$ cat config.mk
export PLATFORM = sky130hd
export DESIGN_NAME = keyword_substitution_cipher_top
export DESIGN_NICKNAME = d
export VERILOG_FILES = /design/src/hw/rtl/kwsub_pkg.sv /design/src/hw/rtl/kwsub_store.sv /design/src/hw/rtl/keyword_substitution_cipher_top.sv
export VERILOG_INCLUDE_DIRS = /design/src /design/src/hw/rtl
export SDC_FILE = /design/constraint.sdc
export NUM_CORES = 1
export LEC_CHECK = 0
export ABC_AREA = 1
export BUFFER_PORTS_ARGS = -buffer_cell sky130_fd_sc_hd__buf_2
export CAP_MARGIN = 20
export CORE_ASPECT_RATIO = 1.75
export CORE_MARGIN = 10
export CORE_UTILIZATION = 53
export CTS_BUF_LIST = sky130_fd_sc_hd__clkbuf_4 sky130_fd_sc_hd__clkbuf_8
export CTS_CLUSTER_SIZE = 25
export DETAILED_ROUTE_END_ITERATION = 12
export PLACE_DENSITY = 0.7
export SLEW_MARGIN = 25
export SYNTH_ARGS = -nofsm -noshare
export SYNTH_HDL_FRONTEND = slang
export SYNTH_SLANG_ARGS = --single-unit
$ cat constraint.sdc
create_clock -name clock -period 6.15 [get_ports clock]
set_input_delay 0.3075 -clock clock [delete_from_list [all_inputs] [get_ports clock]]
set_output_delay 0.3075 -clock clock [all_outputs]
set_load 0.02 [all_outputs]
$ cat src/hw/rtl/keyword_substitution_cipher_top_defines.svh
// assertion macros for the keyword substitution cipher rtl
// no dependencies; define NO_ASSERTIONS to compile them out
`ifndef KEYWORD_SUBSTITUTION_CIPHER_TOP_DEFINES_SVH
`define KEYWORD_SUBSTITUTION_CIPHER_TOP_DEFINES_SVH
`ifndef NO_ASSERTIONS
`define KWS_ASSERT_ALWAYS(label, clk, rst, expr) \
   label: assert property (@(posedge clk) disable iff (rst) (expr)) \
      else $error("assertion failed");
`define KWS_ASSERT_IMPL(label, clk, rst, ante, cons) \
   label: assert property (@(posedge clk) disable iff (rst) (ante) |-> (cons)) \
      else $error("assertion failed");
`define KWS_ASSERT_NEXT(label, clk, rst, ante, cons) \
   label: assert property (@(posedge clk) disable iff (rst) (ante) |=> (cons)) \
      else $error("assertion failed");
`else
`define KWS_ASSERT_ALWAYS(label, clk, rst, expr)
`define KWS_ASSERT_IMPL(label, clk, rst, ante, cons)
`define KWS_ASSERT_NEXT(label, clk, rst, ante, cons)
`endif
`endif

$ cat src/hw/rtl/kwsub_pkg.sv
// types and constants of the keyword substitution cipher
// no dependencies
package kwsub_pkg;

   localparam int ALPHA_SIZE = 26;
   localparam int IDX_W      = 5;

   localparam logic [7:0] CHAR_A  = 8'h41;
   localparam logic [7:0] CHAR_Z  = 8'h5a;
   localparam logic [7:0] CHAR_LA = 8'h61;
   localparam logic [7:0] CHAR_LZ = 8'h7a;
   localparam logic [7:0] CASE_OFFSET = 8'h20;

   localparam logic [2:0] OP_KEY    = 3'd0;
   localparam logic [2:0] OP_FINAL  = 3'd1;
   localparam logic [2:0] OP_ENC    = 3'd2;
   localparam logic [2:0] OP_DEC    = 3'd3;
   localparam logic [2:0] OP_BEGIN  = 3'd4;

   localparam logic [2:0] STAT_DATA       = 3'd0;
   localparam logic [2:0] STAT_TAKEN      = 3'd1;
   localparam logic [2:0] STAT_IGNORED    = 3'd2;
   localparam logic [2:0] STAT_DONE       = 3'd3;
   localparam logic [2:0] STAT_INCOMPLETE = 3'd4;

   typedef struct packed {
      logic [2:0] opcode;
      logic [7:0] in_byte;
   } req_type;

   typedef struct packed {
      logic [7:0] out_byte;
      logic [2:0] status;
   } rsp_type;

   typedef struct packed {
      logic             clear;
      logic             place;
      logic [IDX_W-1:0] idx;
   } store_cmd_type;

endpackage

$ cat src/hw/rtl/kwsub_store.sv
// alphabet store: forward and inverse tables, used letters, fill position
// depends on kwsub_pkg and keyword_substitution_cipher_top_defines.svh
`include "keyword_substitution_cipher_top_defines.svh"

module kwsub_store
   import kwsub_pkg::*;
(
   input  logic                  clock,
   input  logic                  reset,
   input  store_cmd_type         cmd,
   input  logic [IDX_W-1:0]      rd_idx,
   output logic [IDX_W-1:0]      fwd_data,
   output logic [IDX_W-1:0]      inv_data,
   output logic [ALPHA_SIZE-1:0] used
);

   logic [IDX_W-1:0]      fwd_ff  [ALPHA_SIZE];
   logic [IDX_W-1:0]      fwd_in  [ALPHA_SIZE];
   logic [IDX_W-1:0]      inv_ff  [ALPHA_SIZE];
   logic [IDX_W-1:0]      inv_in  [ALPHA_SIZE];
   logic [ALPHA_SIZE-1:0] used_ff;
   logic [ALPHA_SIZE-1:0] used_in;
   logic [IDX_W-1:0]      fill_ff;
   logic [IDX_W-1:0]      fill_in;

   always_comb begin
      fwd_in  = fwd_ff;
      inv_in  = inv_ff;
      used_in = used_ff;
      fill_in = fill_ff;
      if (cmd.clear) begin
         for (int i = 0; i < ALPHA_SIZE; i++) begin
            fwd_in[i] = IDX_W'(i);
            inv_in[i] = IDX_W'(i);
         end
         used_in = '0;
         fill_in = '0;
      end else if (cmd.place) begin
         if (fill_ff < IDX_W'(ALPHA_SIZE)) begin
            fwd_in[fill_ff] = cmd.idx;
            inv_in[cmd.idx] = fill_ff;
            fill_in         = fill_ff + IDX_W'(1);
         end
         used_in[cmd.idx] = 1'b1;
      end
   end

   always_ff @(posedge clock) begin
      if (reset) begin
         for (int i = 0; i < ALPHA_SIZE; i++) begin
            fwd_ff[i] <= IDX_W'(i);
            inv_ff[i] <= IDX_W'(i);
         end
         used_ff <= '0;
         fill_ff <= '0;
      end else begin
         fwd_ff  <= fwd_in;
         inv_ff  <= inv_in;
         used_ff <= used_in;
         fill_ff <= fill_in;
      end
   end

   assign fwd_data = fwd_ff[rd_idx];
   assign inv_data = inv_ff[rd_idx];
   assign used     = used_ff;

   `KWS_ASSERT_ALWAYS(a_fill_matches_used, clock, reset,
      fill_ff == IDX_W'($countones(used_ff)))
   `KWS_ASSERT_IMPL(a_no_duplicate_place, clock, reset,
      cmd.place && !cmd.clear, !used_ff[cmd.idx])
   `KWS_ASSERT_NEXT(a_clear_empties, clock, reset,
      cmd.clear, fill_ff == '0 && used_ff == '0)

endmodule

$ cat src/hw/rtl/keyword_substitution_cipher_top.sv
// keyword substitution cipher: command sequencer, finalize scan, result register
// depends on kwsub_pkg, kwsub_store and keyword_substitution_cipher_top_defines.svh
//
// usage
//   a request (req_data: opcode, in_byte) transfers at a rising edge with start high
//   and busy low. every request gives exactly one result on rsp_data, shown for
//   one cycle with rsp_valid high; the receiver cannot hold it off.
//   keyword, encrypt, decrypt, begin and unknown opcodes: the request is taken,
//   executed in S_EXEC with one table lookup, and the result is registered and
//   shown when busy is low again; the next request can be taken while it shows.
//   finalize while a key is being built scans the 26 letters, one per cycle,
//   through the shared placement port of the store; the result is shown when the
//   scan ends and busy is low again. finalize on a ready key does not scan.
//   reset (synchronous, active high) loads identity tables, clears the used
//   letters and the fill position, and marks the key ready; busy and rsp_valid
//   are low after it.
`include "keyword_substitution_cipher_top_defines.svh"

module keyword_substitution_cipher_top
   import kwsub_pkg::*;
(
   input  logic    clock,
   input  logic    reset,
   input  logic    start,
   output logic    busy,
   input  req_type req_data,
   output logic    rsp_valid,
   output rsp_type rsp_data
);

   localparam logic [1:0] S_IDLE = 2'd0;
   localparam logic [1:0] S_EXEC = 2'd1;
   localparam logic [1:0] S_SCAN = 2'd2;

   logic [1:0]            state_ff;
   logic [1:0]            state_in;
   logic [2:0]            op_ff;
   logic [2:0]            op_in;
   logic [7:0]            byte_ff;
   logic [7:0]            byte_in;
   logic                  key_ready_ff;
   logic                  key_ready_in;
   logic [IDX_W-1:0]      scan_ff;
   logic [IDX_W-1:0]      scan_in;
   logic                  rsp_valid_ff;
   logic                  rsp_valid_in;
   rsp_type               rsp_ff;
   rsp_type               rsp_in;

   store_cmd_type         cmd;
   logic [IDX_W-1:0]      fwd_data;
   logic [IDX_W-1:0]      inv_data;
   logic [ALPHA_SIZE-1:0] used;
   logic                  is_letter;
   logic [IDX_W-1:0]      idx;
   logic [7:0]            req_up;

   kwsub_store u_store (
      .clock    (clock),
      .reset    (reset),
      .cmd      (cmd),
      .rd_idx   (idx),
      .fwd_data (fwd_data),
      .inv_data (inv_data),
      .used     (used)
   );

   // upper-case on the way in
   always_comb begin
      req_up = req_data.in_byte;
      if (req_data.in_byte >= CHAR_LA && req_data.in_byte <= CHAR_LZ) begin
         req_up = req_data.in_byte - CASE_OFFSET;
      end
   end

   assign is_letter = (byte_ff >= CHAR_A) && (byte_ff <= CHAR_Z);
   assign idx       = IDX_W'(byte_ff - CHAR_A);

   always_comb begin
      state_in     = state_ff;
      op_in        = op_ff;
      byte_in      = byte_ff;
      key_ready_in = key_ready_ff;
      scan_in      = scan_ff;
      rsp_valid_in = 1'b0;
      rsp_in       = rsp_ff;
      cmd          = '0;
      unique case (state_ff)
         S_IDLE: begin
            if (start) begin
               op_in    = req_data.opcode;
               byte_in  = req_up;
               state_in = S_EXEC;
            end
         end
         S_EXEC: begin
            state_in        = S_IDLE;
            rsp_valid_in    = 1'b1;
            rsp_in.out_byte = '0;
            rsp_in.status   = STAT_DATA;
            unique case (op_ff)
               OP_KEY: begin
                  rsp_in.status = STAT_IGNORED;
                  if (!key_ready_ff && is_letter && !used[idx]) begin
                     cmd.place       = 1'b1;
                     cmd.idx         = idx;
                     rsp_in.out_byte = byte_ff;
                     rsp_in.status   = STAT_TAKEN;
                  end
               end
               OP_FINAL: begin
                  rsp_in.status = STAT_DONE;
                  if (!key_ready_ff) begin
                     rsp_valid_in = 1'b0;
                     scan_in      = '0;
                     state_in     = S_SCAN;
                  end
               end
               OP_ENC, OP_DEC: begin
                  if (!key_ready_ff) begin
                     rsp_in.status = STAT_INCOMPLETE;
                  end else if (is_letter) begin
                     rsp_in.out_byte = CHAR_A +
                        8'((op_ff == OP_ENC) ? fwd_data : inv_data);
                  end else begin
                     rsp_in.out_byte = byte_ff;
                  end
               end
               OP_BEGIN: begin
                  cmd.clear     = 1'b1;
                  key_ready_in  = 1'b0;
                  rsp_in.status = STAT_INCOMPLETE;
               end
               default: begin
                  rsp_in.status = STAT_DATA;
               end
            endcase
         end
         S_SCAN: begin
            cmd.place = !used[scan_ff];
            cmd.idx   = scan_ff;
            if (scan_ff == IDX_W'(ALPHA_SIZE - 1)) begin
               key_ready_in    = 1'b1;
               rsp_valid_in    = 1'b1;
               rsp_in.out_byte = '0;
               rsp_in.status   = STAT_DONE;
               state_in        = S_IDLE;
            end else begin
               scan_in = scan_ff + IDX_W'(1);
            end
         end
         default: begin
            state_in = S_IDLE;
         end
      endcase
   end

   always_ff @(posedge clock) begin
      if (reset) begin
         state_ff     <= S_IDLE;
         key_ready_ff <= 1'b1;
         rsp_valid_ff <= 1'b0;
         scan_ff      <= '0;
      end else begin
         state_ff     <= state_in;
         key_ready_ff <= key_ready_in;
         rsp_valid_ff <= rsp_valid_in;
         scan_ff      <= scan_in;
      end
      op_ff   <= op_in;
      byte_ff <= byte_in;
      rsp_ff  <= rsp_in;
   end

   assign busy      = (state_ff != S_IDLE);
   assign rsp_valid = rsp_valid_ff;
   assign rsp_data  = rsp_ff;

   `KWS_ASSERT_IMPL(a_rsp_when_idle, clock, reset, rsp_valid_ff, state_ff == S_IDLE)
   `KWS_ASSERT_NEXT(a_accept_goes_busy, clock, reset, start && !busy, state_ff == S_EXEC)
   `KWS_ASSERT_IMPL(a_scan_only_building, clock, reset,
      state_ff == S_SCAN, !key_ready_ff && scan_ff < IDX_W'(ALPHA_SIZE))
   `KWS_ASSERT_NEXT(a_scan_end_ready, clock, reset,
      state_ff == S_SCAN && scan_ff == IDX_W'(ALPHA_SIZE - 1),
      key_ready_ff && rsp_valid_ff && rsp_ff.status == STAT_DONE)

endmodule
==> results of run 1 <==
-- final cells by class --
cell class                 instances  area (um^2)
sequential                       322         6666
tap                              387        484.2
multi-input combinational       1630         7833
timing repair buffer              64        474.2
clock buffer                      80        994.7
inverter                         237        895.9
fill                            2906        12580
clock inverter                     5        27.53
-- power by group --
part	switching, mW	leakage, nW	internal [mW]
Clock	0.854	0.547	1.01
Combinational	0.570	4.39	0.210
Sequential	0.0217	2.63	2.14
Total	1.45	7.57	3.37
-- final timing paths --
check / startpoint / to / slack (ns) / depth (start not counted)
setup / recovery: byte_ff[0] / u_store.inv_ff[91] / 0.96 / 18
hold reg to reg: u_store.inv_ff[19] / u_store.inv_ff[19] / 0.46 / 2
hold / removal: start / state_ff[0] / 0.09 / 4
setup reg to reg: byte_ff[0] / u_store.inv_ff[91] / 0.96 / 18
-- critical path, stage by stage, from the launching register on --
cell and delay [ns]:
sky130_fd_sc_hd__edfxtp_1 0.42, sky130_fd_sc_hd__clkinv_2 0.08, sky130_fd_sc_hd__ha_2 0.78, sky130_fd_sc_hd__inv_2 0.11, sky130_fd_sc_hd__buf_4 0.28, sky130_fd_sc_hd__nand3_1 0.14
sky130_fd_sc_hd__nand3_1 0.07, sky130_fd_sc_hd__nand3_1 0.15, sky130_fd_sc_hd__nand2_1 0.07, sky130_fd_sc_hd__nand2_1 0.06, sky130_fd_sc_hd__nand2_1 0.09, sky130_fd_sc_hd__nor2_4 0.17
sky130_fd_sc_hd__nand4_1 0.10, sky130_fd_sc_hd__nand2_1 0.24, sky130_fd_sc_hd__nand2_2 0.55, sky130_fd_sc_hd__nor2_2 1.02, sky130_fd_sc_hd__nand3_1 0.42, sky130_fd_sc_hd__nand2_1 0.15
sky130_fd_sc_hd__nand3_1 0.08
-- kinds of logic (layout without fill, tap and decap cells) --
logic type,after synthesis,count (layout),synth area share (%)
AOI/OAI and AO/OA,459,459,16.34
xor gates and xnor gates,3,3,0.2116
adders and majority gates,14,14,1.097
buffers and inverters,393,386,9.464
DFF,322,322,41.74
muxes,2,2,0.1254
and+or+nand+nor,1152,1152,31.02
-- synth_stat cells (2+ instances only) --
| library cell | count | area share, % |
|---|---|---|
| sky130_fd_sc_hd__o21ai_0 | 151 | 4.7 |
| sky130_fd_sc_hd__a22o_1 | 2 | 0.11 |
| sky130_fd_sc_hd__nor2_1 | 243 | 5.7 |
| sky130_fd_sc_hd__dfxtp_1 | 300 | 38 |
| sky130_fd_sc_hd__clkinv_1 | 2 | 0.047 |
| sky130_fd_sc_hd__nor3b_1 | 4 | 0.19 |
| sky130_fd_sc_hd__or2_2 | 3 | 0.12 |
| sky130_fd_sc_hd__nand4_1 | 76 | 3.0 |
| sky130_fd_sc_hd__mux2i_1 | 2 | 0.13 |
| sky130_fd_sc_hd__o211ai_1 | 80 | 3.8 |
| sky130_fd_sc_hd__edfxtp_1 | 22 | 4.1 |
| sky130_fd_sc_hd__buf_2 | 26 | 0.81 |
| sky130_fd_sc_hd__inv_1 | 224 | 5.3 |
| sky130_fd_sc_hd__nor2_2 | 15 | 0.59 |
| sky130_fd_sc_hd__nor3_1 | 8 | 0.25 |
| sky130_fd_sc_hd__a21oi_1 | 190 | 6.0 |
| sky130_fd_sc_hd__o221ai_1 | 9 | 0.49 |
| sky130_fd_sc_hd__a32o_1 | 2 | 0.13 |
| sky130_fd_sc_hd__nand3_1 | 250 | 7.8 |
| sky130_fd_sc_hd__nand2_2 | 5 | 0.20 |
| sky130_fd_sc_hd__nand3b_1 | 3 | 0.14 |
| sky130_fd_sc_hd__o22ai_1 | 2 | 0.078 |
| sky130_fd_sc_hd__nand2_1 | 541 | 13 |
| sky130_fd_sc_hd__ha_1 | 14 | 1.1 |
| sky130_fd_sc_hd__a22oi_1 | 18 | 0.85 |
| sky130_fd_sc_hd__buf_1 | 31 | 0.73 |
| sky130_fd_sc_hd__clkbuf_1 | 98 | 2.3 |
| sky130_fd_sc_hd__inv_2 | 11 | 0.26 |
| sky130_fd_sc_hd__a211oi_1 | 2 | 0.094 |
| sky130_fd_sc_hd__nor2_4 | 2 | 0.14 |
-- metal layers --
layer	up-vias	track usage, %
li1	7697	-
met1	7400	29.36
met2	642	46.06
met3	208	4.204
met4	0	19.27
met5	-	0
-- registers in the layout, indices dropped and copies added (netlist names) --
name,flops
key_ready_ff,1
rsp_data,11
rsp_valid,1
state_ff,2
u_store.inv_ff,130
u_store.fill_ff,5
u_store.fwd_ff,130
op_ff,3
u_store.used,26
byte_ff,8
scan_ff,5
-- timing repair --
action                                 CTS  global route
hold buffers                            12             0
resized for setup                        0             0
endpoints found under the hold margin   15             0
setup buffers                            0             0
==> flow_metrics.tcl, run 1 <==
set metrics [dict create \
    drcViolationCount 0 \
    total_die_area_um2 37750 \
    fin_nets 2332 \
    io_buffers 26 \
    critical_path.endpoint_type "register" \
    total_leakage_power_nw 7.574 \
    hp-class "in2reg" \
    fin_util_pct 58.01 \
    mostFrequentLayoutCell "sky130_fd_sc_hd__nand2_1" \
    die_h_um 249.6 \
    fin_cells 2725 \
    arrival_ns 5.64 \
    cts_buffers 49 \
    num_vias 15950 \
    status "complete, no violations" \
    power.total_mw 4.814 \
    antenna_violating_nets_post_route 0 \
    globalRoute.totalOverflow 0 \
    synth_enable_flop_cells 22 \
    routed_wl_mm 52.08 \
    diode_count 0 \
    rsz0062_at_grt "no" \
    timing.fmax_mhz 192.7 \
    tightest_slew_ns 1.061 \
    first_pass_grt_wire_length_mm 81.79 \
    clock_sinks 322 \
    setup.worst_path.class "reg2reg" \
    die_w_um 151.2 \
    first_global_vias 15200 \
    core.rowCount 84 \
    gp_routability_congestion 0.9634 \
    finalHoldViolCount 0 \
    synthesis.area_um2 15970 \
    mostFrequentLayoutCells "sky130_fd_sc_hd__nand2_1, sky130_fd_sc_hd__dfxtp_1, sky130_fd_sc_hd__nand3_1" \
    topRoutingLayerUsed "met4" \
    drt-met1-wl_mm 18.93 \
    report.final.setup_viol 0 \
    worst_ir_drop_vdd_mv 0.1821 \
    drv.max_cap_violation_count 0 \
    hold_ws_ns 0.08878 \
    synth_warnings 0 \
    wl_met3_mm 3.072 \
    drive_gt1_share_pct 7.827 \
    main_synth_ff_type "sky130_fd_sc_hd__dfxtp_1" \
    grt_start_max_net_pins 173 \
    route.detailed.vias_per_inst 5.852 \
    maxSlewHeadroom_pct 28.98 \
    worst_setup_path_start_kind "register" \
    final_period_minus_worst_setup_slack_ns 5.190 \
    detail_route.first_pass.iterations 5 \
    num_io_pins 27 \
    synth.ff_latch_count 322 \
    root_buffer "sky130_fd_sc_hd__clkbuf_8" \
    initial_core_util_pct 53.32 \
    synth.avg_cell_area_um2 6.810 \
    crit_fanout 35 \
    final_critical_path_setup_slack_ns 0.9599 \
    detailedPlace.worstSlack_ns 0.9911 \
    dp_hpwl_mm 33.53 \
    cp.required_ns 6.60 \
    fin_crit_sh_pct 84.39 \
    clock_skew_ns 0.02437 \
    path_clk_slew_ns 0.06 \
    yosysUniqueCellTypes 39 \
    core_region_area_um2 29950 \
    antenna_found_initial 0 \
    h-tree-depth 2 \
    placedCellCount 2628 \
    postSynth.asyncResetShare_pct 0 \
    fin_area_um2 17380 \
    clkLatencyLatePin_ns 0.62 \
    yosysSeqAreaShare_pct 41.74 \
    initial_drt_markers 1388 \
    grt_usage_pct 27.00 \
    tritoncts "yes" \
    post_dp_cell_area_um2 16230 \
    flow.area_growth_from_synthesis_pct 8.798 \
    clock_tree.buffer_depth 3 \
    avgRoutedWirePerCell_um 19.11 \
    synthCells 2345 \
    routed-wl-met2_mm 26.16 \
    postSynthNetCount 2373 \
    timing.setup.tns_ns 0 \
    cellPowerDensity_nw_per_um2 277.1 \
    maxSlewViolCount 0 \
]
(Power assumes the default switching activity.)
==> inputs of run 2 (changes only) <==
==> constraint.sdc (replaced) <==
create_clock -name clock -period 5.2 [get_ports clock]
set_input_delay 0.26 -clock clock [delete_from_list [all_inputs] [get_ports clock]]
set_output_delay 0.26 -clock clock [all_outputs]
set_load 0.02 [all_outputs]
==> flow_metrics.tcl, run 2 (same netlist as run 1, synthesis figures left out) <==
set metrics [dict create \
    status "complete, no violations" \
    crit_top_cell "sky130_fd_sc_hd__nand2_1" \
    routed_wl_mm 53.38 \
    worstHoldEndpoint "state_ff[0]" \
    clock_sinks 322 \
    globalRoute.totalOverflow 0 \
    worst_ir_drop_vdd_mv 0.2359 \
    crit_family "simple AND/OR/NAND/NOR gates" \
    initial_drt_markers 1425 \
    mostFrequentLayoutCell "sky130_fd_sc_hd__nand2_1" \
    whs_path_depth 4 \
    tightest_slew_ns 1.090 \
    post_dp_cell_area_um2 16280 \
    antenna_violating_nets_post_route 0 \
    total_leakage_power_nw 7.618 \
    fin_util_pct 58.22 \
    flow.area_growth_from_synthesis_pct 9.198 \
    final_critical_path_setup_slack_ns 0.6447 \
    hold_ws_ns 0.04194 \
    grt_start_max_net_pins 173 \
    cellPowerDensity_nw_per_um2 327.5 \
    root_buffer "sky130_fd_sc_hd__clkbuf_8" \
    tritoncts "yes" \
    hp-class "in2reg" \
    num_io_pins 27 \
    post-cts-setup-buffers 0 \
    clock_skew_ns 0.01797 \
    first_pass_grt_wire_length_mm 83.73 \
    core.rowCount 84 \
    power.total_mw 5.711 \
    detail_route.first_pass.iterations 6 \
    critical_path.endpoint_type "register" \
    num_vias 16160 \
    clkLatencyLatePin_ns 0.60 \
    regToRegEndpoint "u_store.fwd_ff[108]" \
    worst_r2r_startpoint "byte_ff[0]" \
    cp_slowest_cell "sky130_fd_sc_hd__buf_4" \
    maxSlewViolCount 0 \
    crit_fanout 69 \
    core_region_area_um2 29950 \
    postcts_resize_cnt 0 \
    arrival_ns 5.07 \
    gp_routability_congestion 0.9678 \
    mostFrequentLayoutCells "sky130_fd_sc_hd__nand2_1, sky130_fd_sc_hd__dfxtp_1, sky130_fd_sc_hd__nand3_1" \
    timing.setup.tns_ns 0 \
    grt_usage_pct 27.77 \
    total_die_area_um2 37750 \
    r2r_slack_ns 0.64 \
    placedCellCount 2637 \
    drv.max_cap_violation_count 0 \
    critical_path.cell_chain "clkinv_2, buf_4, ha_1, o21ai_0, nand3_1, nand3_1, nor2_1, nand2_1, nor2_4, nand3_1, nand2_1, nand2_1, nor2_4, buf_4, nand2_2, nor2_2, nand2_1, a21oi_1" \
    initial_core_util_pct 53.32 \
    setup.worst_path.class "reg2reg" \
    io_buffers 26 \
    drcViolationCount 0 \
    die_w_um 151.2 \
    fillers 2865 \
    antenna_found_initial 1 \
    detailedPlace.worstSlack_ns 0.7068 \
    avgRoutedWirePerCell_um 19.51 \
    die_h_um 249.6 \
    fin_area_um2 17440 \
    fin_crit_sh_pct 87.60 \
    timing.fmax_mhz 219.5 \
    hold_start "start" \
    final_period_minus_worst_setup_slack_ns 4.555 \
    fin_nets 2340 \
    timing.critical_path.slowest_cell_delay_ns 0.61 \
    finalHoldViolCount 0 \
    drive_gt1_share_pct 8.181 \
    worst_setup_path_start_kind "register" \
    route.detailed.vias_per_inst 5.908 \
    path_clk_slew_ns 0.07 \
    report.final.setup_viol 0 \
    rsz0062_at_grt "no" \
    cp.required_ns 5.72 \
    cts_buffers 48 \
    clock_tree.buffer_depth 3 \
    timing.reg2reg.worst_path_depth 18 \
    first_global_vias 15180 \
    h-tree-depth 2 \
    dp_hpwl_mm 35.00 \
    maxSlewHeadroom_pct 27.22 \
    fin_cells 2736 \
    crit_buf_inv 3 \
]
run 2: routing by layer:
metal	global-route usage [%]	share of wire, %
met3	3.805	6.4
met2	47.22	50
met4	20.23	7.8
met1	30.49	36
met5	0	0
run 2: timing repair:
action	in CTS	in global routing
endpoints found under the setup margin	0	0
hold buffers	12	0
hold endpoints to repair	15	0
run 2: worst max-delay path by stage:
stage / start / end / slack, ns / cells past startpoint
after floorplan: byte_ff[0] / rsp_data[7] / 1.20 / 24
after global placement: byte_ff[0] / u_store.fwd_ff[108] / 0.78 / 17
after detailed placement: byte_ff[0] / u_store.fwd_ff[108] / 0.71 / 17
after CTS: byte_ff[0] / u_store.fwd_ff[108] / 0.67 / 17
after global routing: byte_ff[0] / u_store.fwd_ff[108] / 0.24 / 17
final: byte_ff[0] / u_store.fwd_ff[108] / 0.64 / 18
run 2: final cells by class:
| type | instances | area (um^2) | area share [%] |
|---|---|---|---|
| multi-input combinational | 1630 | 7835 | 44.93 |
| tap | 387 | 484.2 | 2.777 |
| antenna | 2 | 5.005 | 0.02870 |
| clock inverter | 7 | 35.03 | 0.2009 |
| inverter | 237 | 895.9 | 5.137 |
| clock buffer | 78 | 992.2 | 5.689 |
| sequential | 322 | 6666 | 38.23 |
| timing repair buffer | 73 | 525.5 | 3.013 |
run 2: worst register-to-register path, cell delays in order (launching register included):
cell	delay [ns]
sky130_fd_sc_hd__edfxtp_1	0.45
sky130_fd_sc_hd__clkinv_2	0.08
sky130_fd_sc_hd__buf_4	0.46
sky130_fd_sc_hd__ha_1	0.24
sky130_fd_sc_hd__o21ai_0	0.08
sky130_fd_sc_hd__nand3_1	0.07
sky130_fd_sc_hd__nand3_1	0.13
sky130_fd_sc_hd__nor2_1	0.19
sky130_fd_sc_hd__nand2_1	0.11
sky130_fd_sc_hd__nor2_4	0.17
sky130_fd_sc_hd__nand3_1	0.15
sky130_fd_sc_hd__nand2_1	0.10
sky130_fd_sc_hd__nand2_1	0.08
sky130_fd_sc_hd__nor2_4	0.24
sky130_fd_sc_hd__buf_4	0.61
sky130_fd_sc_hd__nand2_2	0.40
sky130_fd_sc_hd__nor2_2	0.47
sky130_fd_sc_hd__nand2_1	0.22
sky130_fd_sc_hd__a21oi_1	0.22
run 2: power breakdown:
part / internal, mW / switching (mW) / leakage [nW]
Sequential: 2.54 / 0.0276 / 2.63
Clock: 1.20 / 1.02 / 0.555
Combinational: 0.255 / 0.671 / 4.43
Total: 3.99 / 1.72 / 7.62
